[config.mk]
export PLATFORM = sky130hd
export DESIGN_NAME = buffer_ownership_interrupt_service_top
export DESIGN_NICKNAME = d
export VERILOG_FILES = /design/src/rtl/bois_pkg.sv /design/src/rtl/bois_datapath.sv /design/src/rtl/bois_ctrl.sv /design/src/rtl/buffer_ownership_interrupt_service_top.sv
export SDC_FILE = /design/constraint.sdc
export NUM_CORES = 1
export LEC_CHECK = 0
export BUFFER_PORTS_ARGS = -buffer_cell sky130_fd_sc_hd__buf_2
export CAP_MARGIN = 10
export CORE_ASPECT_RATIO = 1.5
export CORE_MARGIN = 3
export CORE_UTILIZATION = 30
export DETAILED_ROUTE_END_ITERATION = 8
export PLACE_DENSITY = 0.5
export SYNTH_ARGS = -nofsm -noshare
export SYNTH_HDL_FRONTEND = slang
export SYNTH_SLANG_ARGS = --single-unit
[constraint.sdc]
create_clock -name clock -period 1.77 [get_ports clock]
set_input_delay 0.177 -clock clock [delete_from_list [all_inputs] [get_ports clock]]
set_output_delay 0.177 -clock clock [all_outputs]
set_load 0.005 [all_outputs]
[src/rtl/bois_pkg.sv]
// Shared types and constants for the buffer ownership interrupt service block.
package bois_pkg;

   localparam int DEF_BUFFER_COUNT = 4;

   localparam logic [1:0] ADDR_UNIT_MODE = 2'd0;

   localparam logic [1:0] MODE_INITIAL = 2'd0;
   localparam logic [1:0] MODE_OFFLINE = 2'd1;
   localparam logic [1:0] MODE_ONLINE  = 2'd2;
   localparam logic [1:0] MODE_UNUSED  = 2'd3;

   typedef enum logic [1:0] {
      OP_EVENT   = 2'd0,
      OP_POST    = 2'd1,
      OP_RELEASE = 2'd2,
      OP_MASK    = 2'd3
   } opcode_type;

   typedef enum logic [1:0] {
      CMD_SEND    = 2'd0,
      CMD_RECEIVE = 2'd1,
      CMD_CLEAR   = 2'd2,
      CMD_FINAL   = 2'd3
   } kind_type;

   typedef enum logic [2:0] {
      BUF_FREE     = 3'd0,
      BUF_WAIT_TX  = 3'd1,
      BUF_SENDING  = 3'd2,
      BUF_FILLING  = 3'd3,
      BUF_RECEIVED = 3'd4
   } buf_state_type;

   typedef enum logic [2:0] {
      ST_IDLE,
      ST_TX,
      ST_RX,
      ST_EMIT_TX,
      ST_EMIT_RX,
      ST_EMIT_RC,
      ST_EMIT_FIN
   } ctrl_state_type;

   typedef struct packed {
      logic [1:0] opcode;
      logic       tx_done;
      logic       rx_done;
      logic       recon_seen;
      logic [1:0] buffer_index;
      logic [2:0] mask_value;
   } req_type;

   typedef struct packed {
      logic [1:0]  command_kind;
      logic [1:0]  command_buffer;
      logic [2:0]  enable_mask;
      logic [31:0] recon_total;
      logic        last;
   } rsp_type;

   typedef struct packed {
      logic     accept;
      logic     tx_step;
      logic     rx_step;
      logic     emit;
      kind_type emit_kind;
   } ctl_cmd_type;

   typedef struct packed {
      logic serve;
   } ctl_sts_type;

endpackage

[src/rtl/bois_datapath.sv]
// Datapath: buffer states, enable mask, reconfiguration counter and result register.
module bois_datapath #(
   parameter int BUFFER_COUNT = bois_pkg::DEF_BUFFER_COUNT
) (
   input  logic                  clock,
   input  logic                  reset,
   input  bois_pkg::ctl_cmd_type cmd,
   output bois_pkg::ctl_sts_type sts,
   input  bois_pkg::req_type     req_item,
   input  logic [1:0]            unit_mode,
   output logic                  rsp_strobe,
   output bois_pkg::rsp_type     rsp_item
);
   import bois_pkg::*;

   localparam int IDX_W = $clog2(BUFFER_COUNT);

   buf_state_type          status_ff [BUFFER_COUNT];
   buf_state_type          status_in [BUFFER_COUNT];
   logic [2:0]             mask_ff, mask_in;
   logic [31:0]            count_ff, count_in;
   logic [2:0]             ev_ff, ev_in;
   logic                   tx_hit_ff, tx_hit_in;
   logic                   rx_hit_ff, rx_hit_in;
   logic [IDX_W-1:0]       tx_pick_ff, tx_pick_in;
   logic [IDX_W-1:0]       rx_pick_ff, rx_pick_in;
   logic                   rsp_strobe_ff, rsp_strobe_in;
   rsp_type                rsp_ff, rsp_in;

   logic [2:0]             req_status;
   logic [IDX_W-1:0]       host_idx;
   logic                   idx_ok;
   logic                   tx_found, rx_found;
   logic [IDX_W-1:0]       tx_sel, rx_sel;
   logic                   emit_hit;

   assign req_status = {req_item.recon_seen, req_item.rx_done, req_item.tx_done};
   assign host_idx   = IDX_W'(req_item.buffer_index);
   assign idx_ok     = (32'(req_item.buffer_index) < 32'(BUFFER_COUNT));
   assign sts.serve  = (req_item.opcode == OP_EVENT) && (unit_mode == MODE_ONLINE) &&
                       ((req_status & mask_ff) != 3'd0);

   // lowest waiting buffer
   always_comb begin
      tx_found = 1'b0;
      tx_sel   = '0;
      for (int i = BUFFER_COUNT - 1; i >= 0; i--) begin
         if (status_ff[i] == BUF_WAIT_TX) begin
            tx_found = 1'b1;
            tx_sel   = IDX_W'(i);
         end
      end
   end

   // highest free buffer
   always_comb begin
      rx_found = 1'b0;
      rx_sel   = '0;
      for (int i = 0; i < BUFFER_COUNT; i++) begin
         if (status_ff[i] == BUF_FREE) begin
            rx_found = 1'b1;
            rx_sel   = IDX_W'(i);
         end
      end
   end

   always_comb begin
      status_in  = status_ff;
      mask_in    = mask_ff;
      count_in   = count_ff;
      ev_in      = ev_ff;
      tx_hit_in  = tx_hit_ff;
      rx_hit_in  = rx_hit_ff;
      tx_pick_in = tx_pick_ff;
      rx_pick_in = rx_pick_ff;
      if (cmd.accept) begin
         case (req_item.opcode)
            OP_POST: begin
               if (idx_ok && status_ff[host_idx] == BUF_FREE) begin
                  status_in[host_idx] = BUF_WAIT_TX;
                  mask_in[0]          = 1'b1;
               end
            end
            OP_RELEASE: begin
               if (idx_ok && status_ff[host_idx] == BUF_RECEIVED) begin
                  status_in[host_idx] = BUF_FREE;
                  mask_in[1]          = 1'b1;
               end
            end
            OP_MASK: begin
               mask_in = req_item.mask_value;
            end
            default: begin
               ev_in     = req_status;
               tx_hit_in = 1'b0;
               rx_hit_in = 1'b0;
            end
         endcase
      end
      if (cmd.tx_step && ev_ff[0]) begin
         for (int i = 0; i < BUFFER_COUNT; i++) begin
            if (status_ff[i] == BUF_SENDING) begin
               status_in[i] = BUF_FREE;
            end
         end
         if (tx_found) begin
            status_in[tx_sel] = BUF_SENDING;
            tx_hit_in         = 1'b1;
            tx_pick_in        = tx_sel;
         end else begin
            mask_in[0] = 1'b0;
         end
      end
      if (cmd.rx_step) begin
         if (ev_ff[1]) begin
            for (int i = 0; i < BUFFER_COUNT; i++) begin
               if (status_ff[i] == BUF_FILLING) begin
                  status_in[i] = BUF_RECEIVED;
               end
            end
            if (rx_found) begin
               status_in[rx_sel] = BUF_FILLING;
               rx_hit_in         = 1'b1;
               rx_pick_in        = rx_sel;
            end else begin
               mask_in[1] = 1'b0;
            end
         end
         if (ev_ff[2]) begin
            count_in = count_ff + 32'd1;
         end
      end
   end

   always_comb begin
      case (cmd.emit_kind)
         CMD_SEND:    emit_hit = tx_hit_ff;
         CMD_RECEIVE: emit_hit = rx_hit_ff;
         CMD_CLEAR:   emit_hit = ev_ff[2];
         default:     emit_hit = 1'b1;
      endcase
      rsp_strobe_in              = cmd.emit && emit_hit;
      rsp_in.command_kind        = cmd.emit_kind;
      case (cmd.emit_kind)
         CMD_SEND:    rsp_in.command_buffer = 2'(tx_pick_ff);
         CMD_RECEIVE: rsp_in.command_buffer = 2'(rx_pick_ff);
         default:     rsp_in.command_buffer = 2'd0;
      endcase
      rsp_in.enable_mask = mask_ff;
      rsp_in.recon_total = count_ff;
      rsp_in.last        = (cmd.emit_kind == CMD_FINAL);
   end

   always_ff @(posedge clock) begin
      if (reset) begin
         for (int i = 0; i < BUFFER_COUNT; i++) begin
            status_ff[i] <= BUF_FREE;
         end
         mask_ff       <= 3'd0;
         count_ff      <= 32'd0;
         ev_ff         <= 3'd0;
         tx_hit_ff     <= 1'b0;
         rx_hit_ff     <= 1'b0;
         rsp_strobe_ff <= 1'b0;
      end else begin
         status_ff     <= status_in;
         mask_ff       <= mask_in;
         count_ff      <= count_in;
         ev_ff         <= ev_in;
         tx_hit_ff     <= tx_hit_in;
         rx_hit_ff     <= rx_hit_in;
         rsp_strobe_ff <= rsp_strobe_in;
      end
   end

   always_ff @(posedge clock) begin
      tx_pick_ff <= tx_pick_in;
      rx_pick_ff <= rx_pick_in;
      rsp_ff     <= rsp_in;
   end

   assign rsp_strobe = rsp_strobe_ff;
   assign rsp_item   = rsp_ff;

endmodule

[src/rtl/bois_ctrl.sv]
// Controller: sequences the transmit, receive and result steps of a served event.
module bois_ctrl (
   input  logic                  clock,
   input  logic                  reset,
   input  logic                  start,
   output logic                  busy,
   input  bois_pkg::ctl_sts_type sts,
   output bois_pkg::ctl_cmd_type cmd
);
   import bois_pkg::*;

   ctrl_state_type state_ff, state_in;

   always_comb begin
      state_in = state_ff;
      case (state_ff)
         ST_IDLE:     if (start && sts.serve) state_in = ST_TX;
         ST_TX:       state_in = ST_RX;
         ST_RX:       state_in = ST_EMIT_TX;
         ST_EMIT_TX:  state_in = ST_EMIT_RX;
         ST_EMIT_RX:  state_in = ST_EMIT_RC;
         ST_EMIT_RC:  state_in = ST_EMIT_FIN;
         ST_EMIT_FIN: state_in = ST_IDLE;
         default:     state_in = ST_IDLE;
      endcase
   end

   always_comb begin
      cmd.accept    = 1'b0;
      cmd.tx_step   = 1'b0;
      cmd.rx_step   = 1'b0;
      cmd.emit      = 1'b0;
      cmd.emit_kind = CMD_FINAL;
      busy          = 1'b1;
      case (state_ff)
         ST_IDLE: begin
            busy       = 1'b0;
            cmd.accept = start;
         end
         ST_TX: cmd.tx_step = 1'b1;
         ST_RX: cmd.rx_step = 1'b1;
         ST_EMIT_TX: begin
            cmd.emit      = 1'b1;
            cmd.emit_kind = CMD_SEND;
         end
         ST_EMIT_RX: begin
            cmd.emit      = 1'b1;
            cmd.emit_kind = CMD_RECEIVE;
         end
         ST_EMIT_RC: begin
            cmd.emit      = 1'b1;
            cmd.emit_kind = CMD_CLEAR;
         end
         ST_EMIT_FIN: begin
            cmd.emit      = 1'b1;
            cmd.emit_kind = CMD_FINAL;
         end
         default: busy = 1'b1;
      endcase
   end

   always_ff @(posedge clock) begin
      if (reset) begin
         state_ff <= ST_IDLE;
      end else begin
         state_ff <= state_in;
      end
   end

endmodule

[src/rtl/buffer_ownership_interrupt_service_top.sv]
// Top level: mode register, controller and datapath of the buffer ownership interrupt service.
//
// Input channel: an item on req_item is transferred at a rising edge with start high and
// busy low. Post, release and set-mask items take effect at that edge and give no result;
// busy stays low, so the next item can follow in the next cycle.
// An interrupt event that is served (unit online and an enabled status bit present) raises
// busy for the transmit retirement step, the receive retirement and reconfiguration count
// step, then four result slots. An event that is not served gives no result.
// Results appear on rsp_item for one cycle each, marked by rsp_strobe, registered from the
// result slots that follow the transmit and receive steps: optional send, receive and clear
// commands, then a final item with last set. Every result of an event carries the mask and
// count as they stand after the event; busy falls after the final slot. The receiver cannot
// stall; results are never held. Configuration: unit_mode at address 0 on the APB-style port,
// written only while idle by the user; the block itself does not enforce this. Reset
// (synchronous, active high) frees all buffers and clears mask, counter and mode.
module buffer_ownership_interrupt_service_top #(
   parameter int BUFFER_COUNT = bois_pkg::DEF_BUFFER_COUNT
) (
   input  logic              clock,
   input  logic              reset,
   input  logic              start,
   output logic              busy,
   input  bois_pkg::req_type req_item,
   output logic              rsp_strobe,
   output bois_pkg::rsp_type rsp_item,
   input  logic              psel,
   input  logic              penable,
   input  logic              pwrite,
   input  logic [1:0]        paddr,
   input  logic [31:0]       pwdata,
   output logic [31:0]       prdata,
   output logic              pready
);
   import bois_pkg::*;

   logic [1:0]  mode_ff, mode_in;
   ctl_cmd_type cmd;
   ctl_sts_type sts;

   assign pready = 1'b1;
   assign prdata = {30'd0, mode_ff};

   always_comb begin
      mode_in = mode_ff;
      if (psel && penable && pwrite && pready && paddr == ADDR_UNIT_MODE) begin
         mode_in = pwdata[1:0];
      end
   end

   always_ff @(posedge clock) begin
      if (reset) begin
         mode_ff <= MODE_INITIAL;
      end else begin
         mode_ff <= mode_in;
      end
   end

   bois_ctrl u_ctrl (
      .clock (clock),
      .reset (reset),
      .start (start),
      .busy  (busy),
      .sts   (sts),
      .cmd   (cmd)
   );

   bois_datapath #(
      .BUFFER_COUNT (BUFFER_COUNT)
   ) u_datapath (
      .clock      (clock),
      .reset      (reset),
      .cmd        (cmd),
      .sts        (sts),
      .req_item   (req_item),
      .unit_mode  (mode_ff),
      .rsp_strobe (rsp_strobe),
      .rsp_item   (rsp_item)
   );

endmodule
==> results.yml <==
global_routing:
  overflow: 0
  grt_use_total: 0.1389
  grt_max_degree: 33
  grt_pass1_vias: 3739
  antenna_found_initial: 0
  grt_pass1_wl_um: 18380
floorplanning:
  die_area_um2: 16390
  core_region_area_um2: 14530
  row_count: 54
  die_x_um: 105.5
  die_h_um: 155.3
  initial_utilization: 0.3070
  io_pins: 125
cts:
  cts_tree: "built"
  cts_made_buffers: 9
  cts.sinks: 102
  htreeDepth: 3
  cts_hold_buffers: 0
  root_buffer: "clkbuf_16"
  worstSkewPairLatency_ps: 340
  clockBufferDepth: 2
  cts.clk_slew.worst_paths_ps: 80
critical_path:
  critPathLaunchType: "flip-flop"
  cp_slowest_stage_delay_ps: 430
  critPathBufInv: 0
  crit_arrival_ps: 2090
  critPathSlowestCell: "or3_4"
  cp-end-kind: "flip-flop"
  worstSetupPathType: "flip-flop to flip-flop"
  cp_cell_sequence: "and4bb_4 -> nand3_4 -> or3_4 -> or4_4 -> a21oi_2"
  cp.required_ps: 2040
  crit_fanout: 5
  path_delay_family: "simple AND/OR/NAND/NOR gates"
timing:
  worst_pin_slew_ps: 684.9
  tns_ps: -159.6
  skew_ps: 11.51
  layout_min_cycle_time_ps: 1816
  hold_viol: 0
  setup_violations: 6
  slew_viol_final: 0
  rsz0062_at_grt: "yes"
  fmaxAchievable_ghz: 0.5507
  period_share: 1.026
  maxSlewHeadroom: 0.5434
  worst_slack_ps: -45.81
placement:
  postPlaceCellArea_um2: 5405
  gp_congestion: 0.8941
  dp_hpwl_um: 8610
  portBuffers: 63
  pre_cts_ws_ps: -113.2
layout:
  stdcell_area_um2: 5914
  nNetsFinal: 668
  fillers: 1438
  drive_above_1_share: 0.3436
  area_growth_pct: 32.63
  diodes: 0
  fin_util: 0.4071
logic_synthesis:
  ys_types: 62
  syn_area_um2: 4459
  synth_sequential_area_ratio: 0.4669
  synth_edf_count: 4
  yosysTopAreaCellShare: 0.4400
  async_flop_share: 0
  synth_cells: 486
  synth.area.top_cells: "dfxtp_1 44%, buf_4 5.2%, nor2_1 4.9%"
  synth-main-ff-cell: "dfxtp_1"
  yosysWarnings: 0
  synth-seq-cells: 102
  syn_area_per_cell_um2: 9.175
  yosysTopAreaCell: "dfxtp_1"
run_status:
  failed_checks: "negative setup slack"
  status: "finished, violations left"
job:
  max-cap-violations: 0
detailed_routing:
  drt-total-wl_um: 11240
  drt_pass1_iterations: 4
  routed_via_density: 4.740
  first_iter_violations: 94
  wl_per_cell_um: 13.82
  ant_nets: 0
  drc: 0
  num_vias: 3854
power:
  power_density_nw_per_um2: 757.6
  p_leak_nw: 2.448
  vdd_ir_drop_max_mv: 0.3583
  power_w: 0.004481
worst_hold_path:
  hp-class: "input port to flip-flop"
[Yosys cell counts, types with 3 or more instances]
| master | count |
|---|---|
| buf_4 | 31 |
| inv_1 | 13 |
| nor2b_1 | 5 |
| a32oi_1 | 3 |
| edfxtp_1 | 4 |
| xor2_1 | 8 |
| xnor2_1 | 16 |
| mux2i_1 | 6 |
| and3_1 | 5 |
| o21ai_0 | 17 |
| nand4b_1 | 5 |
| ha_1 | 6 |
| nand4_1 | 4 |
| nor4_1 | 11 |
| mux2_2 | 4 |
| nand3b_1 | 3 |
| nor3_1 | 14 |
| o31ai_1 | 7 |
| nand3_1 | 17 |
| nand2b_1 | 6 |
| nand2_1 | 29 |
| and4_1 | 4 |
| a31oi_1 | 3 |
| a21oi_1 | 24 |
| dfxtp_1 | 98 |
| or3_1 | 12 |
| clkbuf_1 | 21 |
| nor4b_1 | 3 |
| a211oi_1 | 3 |
| nor2_1 | 58 |
| nor3b_1 | 4 |
| or4_1 | 4 |
[path summary, 6_finish.rpt]
| path | from | end | slack (ps) | cells past startpoint |
|---|---|---|---|---|
| hold reg to reg | u_datapath.mask_ff[2]$_SDFFE_PP0P_ | u_datapath.rsp_item[35]$_DFF_P_ | 380 | 0 |
| setup reg to reg | u_ctrl.state_ff[2]$_SDFFE_PP0P_ | u_datapath.count_ff[25]$_SDFFE_PP0P_ | -50 | 5 |
| hold / removal | pwdata[0] | mode_ff[0]$_SDFFE_PP0P_ | 70 | 3 |
| setup / recovery | u_ctrl.state_ff[2]$_SDFFE_PP0P_ | u_datapath.count_ff[25]$_SDFFE_PP0P_ | -50 | 5 |
[power breakdown]
part	internal (W)	switching, W	leakage (nW)
combinational	0.0000931	0.000141	1.48
clock	0.00102	0.000907	0.139
sequential	0.00232	0.00000820	0.830
[through the flow]
| stage | cells | hold slack, ps |
|---|---|---|
| after floorplan | 515 | 313.0 |
| after global placement | 794 | 365.1 |
| after detailed placement | 794 | 370.2 |
| after CTS | 810 | 60.73 |
| after global routing | 813 | 69.71 |
| final | 813 | 69.58 |
[worst register-to-register path, cell delays in order (launching register included)]
cell      delay [ps]
dfxtp_2          330
and4bb_4         370
nand3_4           70
or3_4            430
or4_4            430
a21oi_2          120
[layout by cell type (no fill, tap or decap), drive strengths merged, types with 6 or more instances in the layout]
cell,netlist,final
xor2,8,8
o21ai,17,17
dfxtp,98,98
nor3,14,14
a21oi,24,24
nor2,58,58
xnor2,16,16
ha,6,6
inv,13,16
o31ai,7,7
nor4,11,11
nand2,29,29
clkbuf,21,10
mux2i,6,6
nand3,18,18
or3,13,13
buf,33,140
conb,2,31
nand2b,6,6
[state kept, by name, indices dropped and copies added (netlist names)]
signal                 cells
u_datapath.mask_ff         3
u_datapath.tx_pick_ff      2
u_datapath.count_ff       32
u_datapath.tx_hit_ff       1
u_ctrl.state_ff            3
u_datapath.rsp_item       40
u_datapath.rx_hit_ff       1
u_datapath.status_ff      12
u_datapath.rx_pick_ff      2
mode_ff                    2
u_datapath.rsp_strobe      1
u_datapath.ev_ff           3
[cell families (layout without fill, tap and decap cells)]
| logic type | count (synthesis) | count (layout) | share of synthesized area |
|---|---|---|---|
| buffers and inverters | 67 | 169 | 0.08446 |
| XOR/XNOR | 24 | 24 | 0.04714 |
| flip-flops | 102 | 102 | 0.4669 |
| AO/OA/AOI/OAI | 77 | 77 | 0.1120 |
| other | 2 | 31 | 0.001684 |
| multiplexers | 11 | 11 | 0.02862 |
| adder cells (fa/ha/maj) | 6 | 6 | 0.01683 |
| AND/OR/NAND/NOR | 197 | 197 | 0.2424 |
[metal layers]
| metal | share of wire | track usage |
|---|---|---|
| met4 | 0.024 | 0.05802 |
| met1 | 0.40 | 0.1520 |
| met2 | 0.54 | 0.2640 |
| met5 | 0 | 0 |
| met3 | 0.037 | 0.01993 |
[final cells by class]
type / instances / area (µm²) / area share
Multi-Input combinational cell: 346 / 2345 / 0.3964
Sequential cell: 102 / 2092 / 0.3537
Timing Repair Buffer: 140 / 893.4 / 0.1510
Tap cell: 196 / 245.2 / 0.04146
Clock buffer: 10 / 239.0 / 0.04041
Clock inverter: 6 / 51.30 / 0.008674
Inverter: 13 / 48.80 / 0.008250
[timing repair]
| item | CTS | global route |
|---|---|---|
| gates resized for setup | 12 | 28 |
| setup buffers | 0 | 3 |
| pin swaps | 7 | 9 |
| cloned | 0 | 0 |
| endpoints found under the setup margin | 19 | 22 |
| endpoints found under the hold margin | 0 | 0 |
Note: power is estimated with default switching activity, not from simulation.
